## config.mk

```make
export PLATFORM = sky130hd
export DESIGN_NAME = qvr_merge
export DESIGN_NICKNAME = d
export VERILOG_FILES = /design/src/rtl/qvr_pkg.sv /design/src/rtl/qvr_merge.sv
export SDC_FILE = /design/constraint.sdc
export NUM_CORES = 1
export LEC_CHECK = 0
export ABC_CLOCK_PERIOD_IN_PS = 1000
export BUFFER_PORTS_ARGS = -buffer_cell sky130_fd_sc_hd__clkbuf_2
export CORE_ASPECT_RATIO = 0.5
export CORE_MARGIN = 2
export CORE_UTILIZATION = 40
export CTS_CLUSTER_SIZE = 20
export DETAILED_ROUTE_END_ITERATION = 7
export HOLD_SLACK_MARGIN = 0.15
export PLACE_DENSITY_LB_ADDON = 0.25
export SLEW_MARGIN = 20
export SYNTH_ARGS = -nofsm -noshare
export SYNTH_HDL_FRONTEND = slang
export SYNTH_SLANG_ARGS = --single-unit
```

## constraint.sdc

```tcl
create_clock -name clk -period 1 [get_ports clk]
set_input_delay 0 -clock clk [delete_from_list [all_inputs] [get_ports clk]]
set_output_delay 0 -clock clk [all_outputs]
set_load 0.005 [all_outputs]
```

## src/rtl/qvr_pkg.sv

```systemverilog
package qvr_pkg;

  // Configuration port.
  localparam int CFG_IDX_W  = 2;
  localparam int CFG_DATA_W = 32;

  localparam logic [CFG_IDX_W-1:0] REG_QUAT_X = 2'd0;
  localparam logic [CFG_IDX_W-1:0] REG_QUAT_Y = 2'd1;
  localparam logic [CFG_IDX_W-1:0] REG_QUAT_Z = 2'd2;
  localparam logic [CFG_IDX_W-1:0] REG_QUAT_W = 2'd3;

  // Scalar part resets to one in Q2.30.
  localparam logic [CFG_DATA_W-1:0] QUAT_W_RST = 32'h4000_0000;

  // Input kind codes.
  localparam logic KIND_FRAME   = 1'b0;
  localparam logic KIND_INVERSE = 1'b1;

  // Arithmetic widths through the pipeline.
  localparam int ACC_W     = 100;
  localparam int RND_SHIFT = 60;
  localparam int RND_W     = 40;

  localparam logic signed [ACC_W-1:0] RND_HALF = ACC_W'(1) << (RND_SHIFT - 1);

  typedef logic signed [31:0]      comp_t;  // vector component or quaternion register
  typedef logic signed [32:0]      coef_t;  // quaternion component with sign applied
  typedef logic signed [64:0]      tval_t;  // one component of p * v
  typedef logic signed [65:0]      part_t;  // half-word partial product of t * r
  typedef logic signed [67:0]      psum_t;  // sum of four partial products
  typedef logic signed [ACC_W-1:0] acc_t;
  typedef logic signed [RND_W-1:0] rnd_t;

  // Load strobes of the pipeline stages, shared by the lanes.
  typedef struct packed {
    logic acc;   // input registers
    logic prod;  // p * v products
    logic tsum;  // p * v sums
    logic part;  // t * r partial products
    logic psum;  // partial product sums
    logic rnd;   // rounded result
    logic outp;  // saturated output register
  } pipe_ctl_t;

endpackage

```

## src/rtl/qvr_merge.sv

```systemverilog
module qvr_merge (
  input  logic                clk,
  input  qvr_pkg::pipe_ctl_t  ctl,
  input  qvr_pkg::rnd_t       rnd [3],
  output qvr_pkg::comp_t      rot [3],
  output logic                overflow
);
  import qvr_pkg::*;

  comp_t rot_r [3];
  logic  overflow_r;
  comp_t sat_nxt [3];
  logic  [2:0] clip;

  // A component fits when bit 31 and all bits above it equal the sign bit.
  always_comb begin
    for (int i = 0; i < 3; i++) begin
      clip[i] = !((&rnd[i][RND_W-1:31]) || !(|rnd[i][RND_W-1:31]));
      if (!clip[i]) begin
        sat_nxt[i] = rnd[i][31:0];
      end else if (rnd[i][RND_W-1]) begin
        sat_nxt[i] = {1'b1, {31{1'b0}}};
      end else begin
        sat_nxt[i] = {1'b0, {31{1'b1}}};
      end
    end
  end

  always_ff @(posedge clk) begin
    if (ctl.outp) begin
      rot_r      <= sat_nxt;
      overflow_r <= |clip;
    end
  end

  assign rot      = rot_r;
  assign overflow = overflow_r;

endmodule

```

# After elaboration in Yosys (flattened, before gate mapping)
# Index checks and enable logic that the tools add are counted.
# W data, S select, Z words.
word_totals:
  ff_bits: 97
  in_bits: 128
  output_inout_bits: 97
  wordCells: 26
op_classes:
  muxes: 6
  n_reduce_logical: 16
op_table:
  columns: ["operator", "n"]
  rows:
  - ["$mux W32", 6]
  - ["$reduce_and A9 Y1", 3]
  - ["$reduce_or A9 Y1", 3]
  - ["$logic_not A1 Y1", 6]
  - ["$logic_or A1 B1 Y1", 3]
  - ["$reduce_or A3 Y1", 1]

# Longest topological paths before layout
# Gate-level depths: netlist of the first run.
logic_depth:
  ltp_word: 5
  mapped_depth: 5
  mapped_depth_nobuf: 4

# Worst setup path before layout of the first run
# Ideal clock, no wire load.
synth_path:
  path_type: "input port to flip-flop"
  from: "input port rnd[75] (netlist name)"
  to: "register rot_r, in the netlist rot[62] (data pin)"
  setup_time_ps: 254
  t_arrival_ps: 809
  required_time_ps: 746
  path_slack_ps: -62
  stages: 5
  path_buffers: 1
  cell_sequence: "nor4_1 > nand3_1 > nor3b_2 > buf_6 > a21o_1"
synth_lines:
  columns: ["element", "line", "rtl"]
  rows:
  - ["start: declaration", "qvr_merge.sv:4", "input qvr_pkg::rnd_t rnd [3],"]
  - ["end signal: assignment", "qvr_merge.sv:31", "rot_r <= sat_nxt;"]
  - ["end: declaration", "qvr_merge.sv:10", "comp_t rot_r [3];"]

==> flow_summary.yaml, run 1 <==
run_status:
  status: "finished, violations left"
  violations: "hold timing"
timing:
  fin_crit_sh_pct: 92.6
  finalSetupViolations: 0
  rsz0062_at_grt: "false"
  slew-limit-headroom_pct: 54.5
  fmax_mhz: 1080
  hold_viol: 1
  tightest_slew_ps: 682
  finalSetupTns_ps: 0
  maxSlewViolCount: 0
  holdWs_ps: -104
  setup_ws_ps: 73.6
  min_period_ps: 926
setup_path:
  required_ps: 1090
  end_kind: "flip-flop"
  crit_path_start_kind: "primary input"
  crit_fanout: 31
  cp.arrival_ps: 1020
  critPathKind: "primary input to flip-flop"
  endpoint: "rot[0]"
  cp-startpoint: "rnd[34]"
pwr:
  power_density_mw_per_mm2: 1510
  swShare_pct: 20.6
  combPwrFrac_pct: 13.7
  p_int_mw: 8.07
  ir_worst_vdd_mv: 0.901
  power.share.clock_pct: 37.7
  p_switching_mw: 2.09
  power_mw: 10.2
  p_leak_nw: 3.26
  p_seq_share_pct: 48.6
cells_and_area:
  drive_gt1_share_pct: 44.4
  diodes: 0
  nFillCells: 668
  syn_to_final_growth_pct: 68.0
  final_common_cell: "clkbuf_2"
  fin_nets: 727
  layout_common_cells: "217 x clkbuf_2, 97 x edfxtp_1, 96 x dlygate4sd3_1"
synth:
  yosys_warnings: 0
  synthMuxAreaShare_pct: 0
  syn-num-nets: 397
  ys_seq_area_share_pct: 73.0
  ys_types: 22
  syn_area_sq_mm: 0.00399
  synth-simple-area-share_pct: 10.0
  synth_fa_ha_area_share_pct: 0
  ys_ff_latch: 97
  synth_top_family_by_area: "compound AO/OA/AOI/OAI gates"
  synthXorXnorAreaFrac_pct: 0
  syn-instance-count: 269
  synth_compound_area_share_pct: 12.5
  postSynthAreaPerCell_sq_um: 14.8
detailed_routing:
  via_count: 3362
  drc: 0
  viasPerCell: 4.56
  routed_wl_mm: 10.7
  post_drt_wl_per_cell_microns: 14.6
  final_antenna_net_count: 0
  drt_iter0_drc: 165
  drtPass1Iterations: 6
clock_tree:
  tritoncts: "built"
  root_buffer: "clkbuf_16"
  cts-resized-gates: 0
  clk_pin_slew_worst_paths_ps: 70
  hold_buffers: 96
  cts_buffers: 9
  clock_sinks: 97
  cts_buffer_depth: 2
  htree_levels: 3
worst_hold_path:
  hold_depth: 1
  hp-class: "primary input to flip-flop"
floorplan:
  start_util_pct: 41.7
  die_w_microns: 145
  core.rowCount: 25
  die-area_sq_mm: 0.0108
  io_pins: 225
  die_h_microns: 74.6
  core_sq_mm: 0.00957
run:
  drv_cap: 0
placed_design:
  port_buffers: 218
  place.gp.congestion: 0.735
  dp_hpwl_mm: 7.04
  pre_cts_slack_ps: -405
global_route:
  grt_pass1_wl_mm: 16.5
  antenna_found_initial: 0
  gr-total-overflow: 0
  grt_pass1_vias: 3536
  grt_usage_pct: 19.7
  grt_max_degree: 40
==> critical path: stages <==
cell      delay, ps
clkbuf_2        110
nor4_4          290
nand3_2         140
nor2b_4         250
a21o_2          220
==> registers in the layout, summed over array words and instances (netlist names) <==
signal    cells
overflow      1
rot          96
==> cells by family after synthesis <==
| family | Yosys count |
|---|---|
| flip-flops | 97 |
| AND/OR/NAND/NOR | 85 |
| AO/OA/AOI/OAI | 65 |
| buffers and inverters | 22 |
==> stage by stage <==
step | instances | instance area (sq um) | utilization (%)
detailed placement | 624 | 5380 | 56.2
global placement | 623 | 5360 | 56.0
CTS | 737 | 6680 | 69.8
floorplan | 269 | 4010 | -
finish | 738 | 6700 | 70.0
global route | 738 | 6700 | 70.0
==> synth_stat cells (all sizes together) <==
cell type / instances / area [sq um]
a21o: 62 / 467
a21oi: 1 / 5.00
buf: 18 / 165
clkbuf: 3 / 11.3
edfxtp: 97 / 2910
inv: 1 / 3.75
nand2: 64 / 240
nand3: 4 / 25.0
nand4: 5 / 31.3
nor2: 2 / 7.51
nor2b: 1 / 13.8
nor3: 3 / 20.0
nor3b: 1 / 12.5
nor4: 4 / 40.0
o21ai: 1 / 5.00
o31ai: 1 / 21.3
or2b: 1 / 8.76
==> metal layers <==
layer	routed length, microns	up-vias	global-route usage, %
met5	0	-	0
met4	276	0	8.28
li1	-	1644	-
met3	588	27	5.94
met1	4010	1571	20.4
met2	5860	120	38.9
==> how the worst min path moves through the flow <==
stage                     slack, ps       end  startpoint
after floorplan                 110  overflow      ctl[0]
after global placement          230   rot[63]     rnd[79]
after detailed placement        240   rot[63]     rnd[79]
after CTS                      -110   rot[95]    rnd[119]
after global routing           -110   rot[95]    rnd[119]
final                          -100   rot[95]    rnd[119]
==> timing repair <==
item / CTS / global route
setup endpoints to repair: 14 / 17
setup buffers: 2 / 1
hold endpoints to repair: 124 / 2
pin swaps: 1 / 1
==> area by class of cell <==
class	count	area, sq um	share of cell area, %
sequential	97	2910	43.4
clock inverter	6	108	1.61
timing repair buffer	340	2370	35.3
multi-input combinational	150	916	13.7
clock buffer	9	225	3.36
tap	135	169	2.52
inverter	1	3.75	0.0560
==> power groups by stage <==
| stage | logic [mW] | clock network (mW) | registers, mW |
|---|---|---|---|
| 3_3_place_gp | 1.06 | 0 | 5.01 |
| 6_report | 1.39 | 3.83 | 4.93 |
| 3_5_place_dp | 1.09 | 0 | 5.02 |
| 5_1_grt | 1.52 | 4.02 | 4.97 |
| 4_1_cts | 1.39 | 3.89 | 4.93 |
| 2_1_floorplan | 0.271 | 0 | 5.07 |
Power figures use the tool's default switching activity.
==> run 2, diff against run 1 <==
Settings changed: CORE_MARGIN 2 to not set.
==> flow_summary.yaml, run 2 (synthesized netlist as in run 1, its figures left out) <==
timing:
  rsz0062_at_grt: "false"
  maxSlewViolCount: 0
  fmax_mhz: 1050
  finalSetupViolations: 0
  fin_crit_sh_pct: 95.1
  tightest_slew_ps: 699
  hold_viol: 0
  holdWs_ps: 46.4
  slew-limit-headroom_pct: 53.3
  min_period_ps: 951
floorplan:
  core_sq_mm: 0.00957
  die_h_microns: 72.6
  core.rowCount: 25
  die-area_sq_mm: 0.0104
  io_pins: 225
  start_util_pct: 41.7
  die_w_microns: 143
setup_path:
  end_kind: "flip-flop"
  required_ps: 1090
  crit_fanout: 10
  path_cells: "clkbuf_2 > nor4_2 > nand3_1 > nor3b_4 > buf_4 > a21o_1"
  crit_path_start_kind: "primary input"
  critPathKind: "primary input to flip-flop"
  cpPeakStageDelay_ps: 260
  cp.arrival_ps: 1040
  cp_slowest_cell: "nor4_2"
clock_tree:
  root_buffer: "clkbuf_16"
  hold_buffers: 96
  cts_buffer_depth: 2
  clock_sinks: 97
  cts_buffers: 9
  htree_levels: 3
  clk_pin_slew_worst_paths_ps: 70
  tritoncts: "built"
pwr:
  power_mw: 9.45
  power_density_mw_per_mm2: 1430
  p_leak_nw: 3.19
  ir_worst_vdd_mv: 0.808
placed_design:
  dp_hpwl_mm: 6.83
  placed_area_sq_mm: 0.00535
  place.gp.congestion: 0.751
  dp.cells: 620
  port_buffers: 218
detailed_routing:
  final_antenna_net_count: 0
  viasPerCell: 4.69
  drt_iter0_drc: 139
  drc: 0
  routed_wl_mm: 10.8
  drtPass1Iterations: 4
  via_count: 3445
  post_drt_wl_per_cell_microns: 14.7
global_route:
  grt_pass1_vias: 3540
  grt_max_degree: 32
  antenna_found_initial: 0
  gr-total-overflow: 0
  grt_pass1_wl_mm: 16.2
  grt_usage_pct: 20.9
cells_and_area:
  diodes: 0
  fin_cells: 735
  largest_register_ffs: 96
  fin_nets: 723
  fin_area_sq_mm: 0.00660
  final_util_pct: 69.0
  syn_to_final_growth_pct: 65.4
  drive_gt1_share_pct: 44.2
  layout_common_cells: "216 x clkbuf_2, 97 x edfxtp_1, 96 x dlygate4sd3_1"
  final_common_cell: "clkbuf_2"
run_status:
  status: "completed"
run:
  drv_cap: 0
worst_hold_path:
  hp-class: "primary input to flip-flop"
run 2: changes by cell type in the layout (fill, tap and decap cells not counted), sizes merged:
| cell | before | now |
|---|---|---|
| buf | 27 | 24 |
| clkbuf | 226 | 225 |
| clkinvlp | 0 | 4 |
| bufinv | 3 | 0 |
run 2: report_power, final:
part           switching, mW  internal (mW)
Clock                   1.44           1.67
Sequential            0.0921           4.85
Combinational          0.593          0.795
run 2: worst max-delay path: cells and delay by family:
| family | cells | cell delay (ps) |
|---|---|---|
| AO/OA/AOI/OAI | 1 | 180 |
| buffers and inverters | 2 | 290 |
| AND/OR/NAND/NOR | 3 | 580 |
run 2: routing by layer:
metal / track usage [%] / wire length (microns) / vias up
met1: 20.8 / 3970 / 1664
li1: - / - / 1644
met5: 0 / 0 / -
met4: 9.57 / 277 / 0
met2: 41.7 / 6040 / 114
met3: 4.92 / 506 / 23
run 2: through the flow:
stage | setup WS [ps] | TNS (ps)
after floorplan | -50.2 | -2780
after global placement | -563 | -28930
after detailed placement | -345 | -20240
after CTS | 10.9 | 0
after global routing | 2.29 | 0
final | 48.7 | 0
run 2: worst paths after layout:
path | cells after the start | from | to | slack [ps]
setup / recovery | 6 | rnd[75] | rot[48] | 50
hold / removal | 1 | ctl[0] | rot[52] | 50
run 2: area by class of cell:
class                   count  area [sq um]
clock buffers               9           225
clock inverters             7          47.5
fillers                   722          2970
inverters                   1          3.75
multi-input cells         150           916
flip-flops and latches     97          2910
well taps                 135           169
repair buffers            336          2330
run 2: timing repair:
action / in CTS / in global routing
setup endpoints to repair: 0 / 20
setup buffers: 0 / 3
hold endpoints to repair: 104 / 8
gates resized for setup: 0 / 1
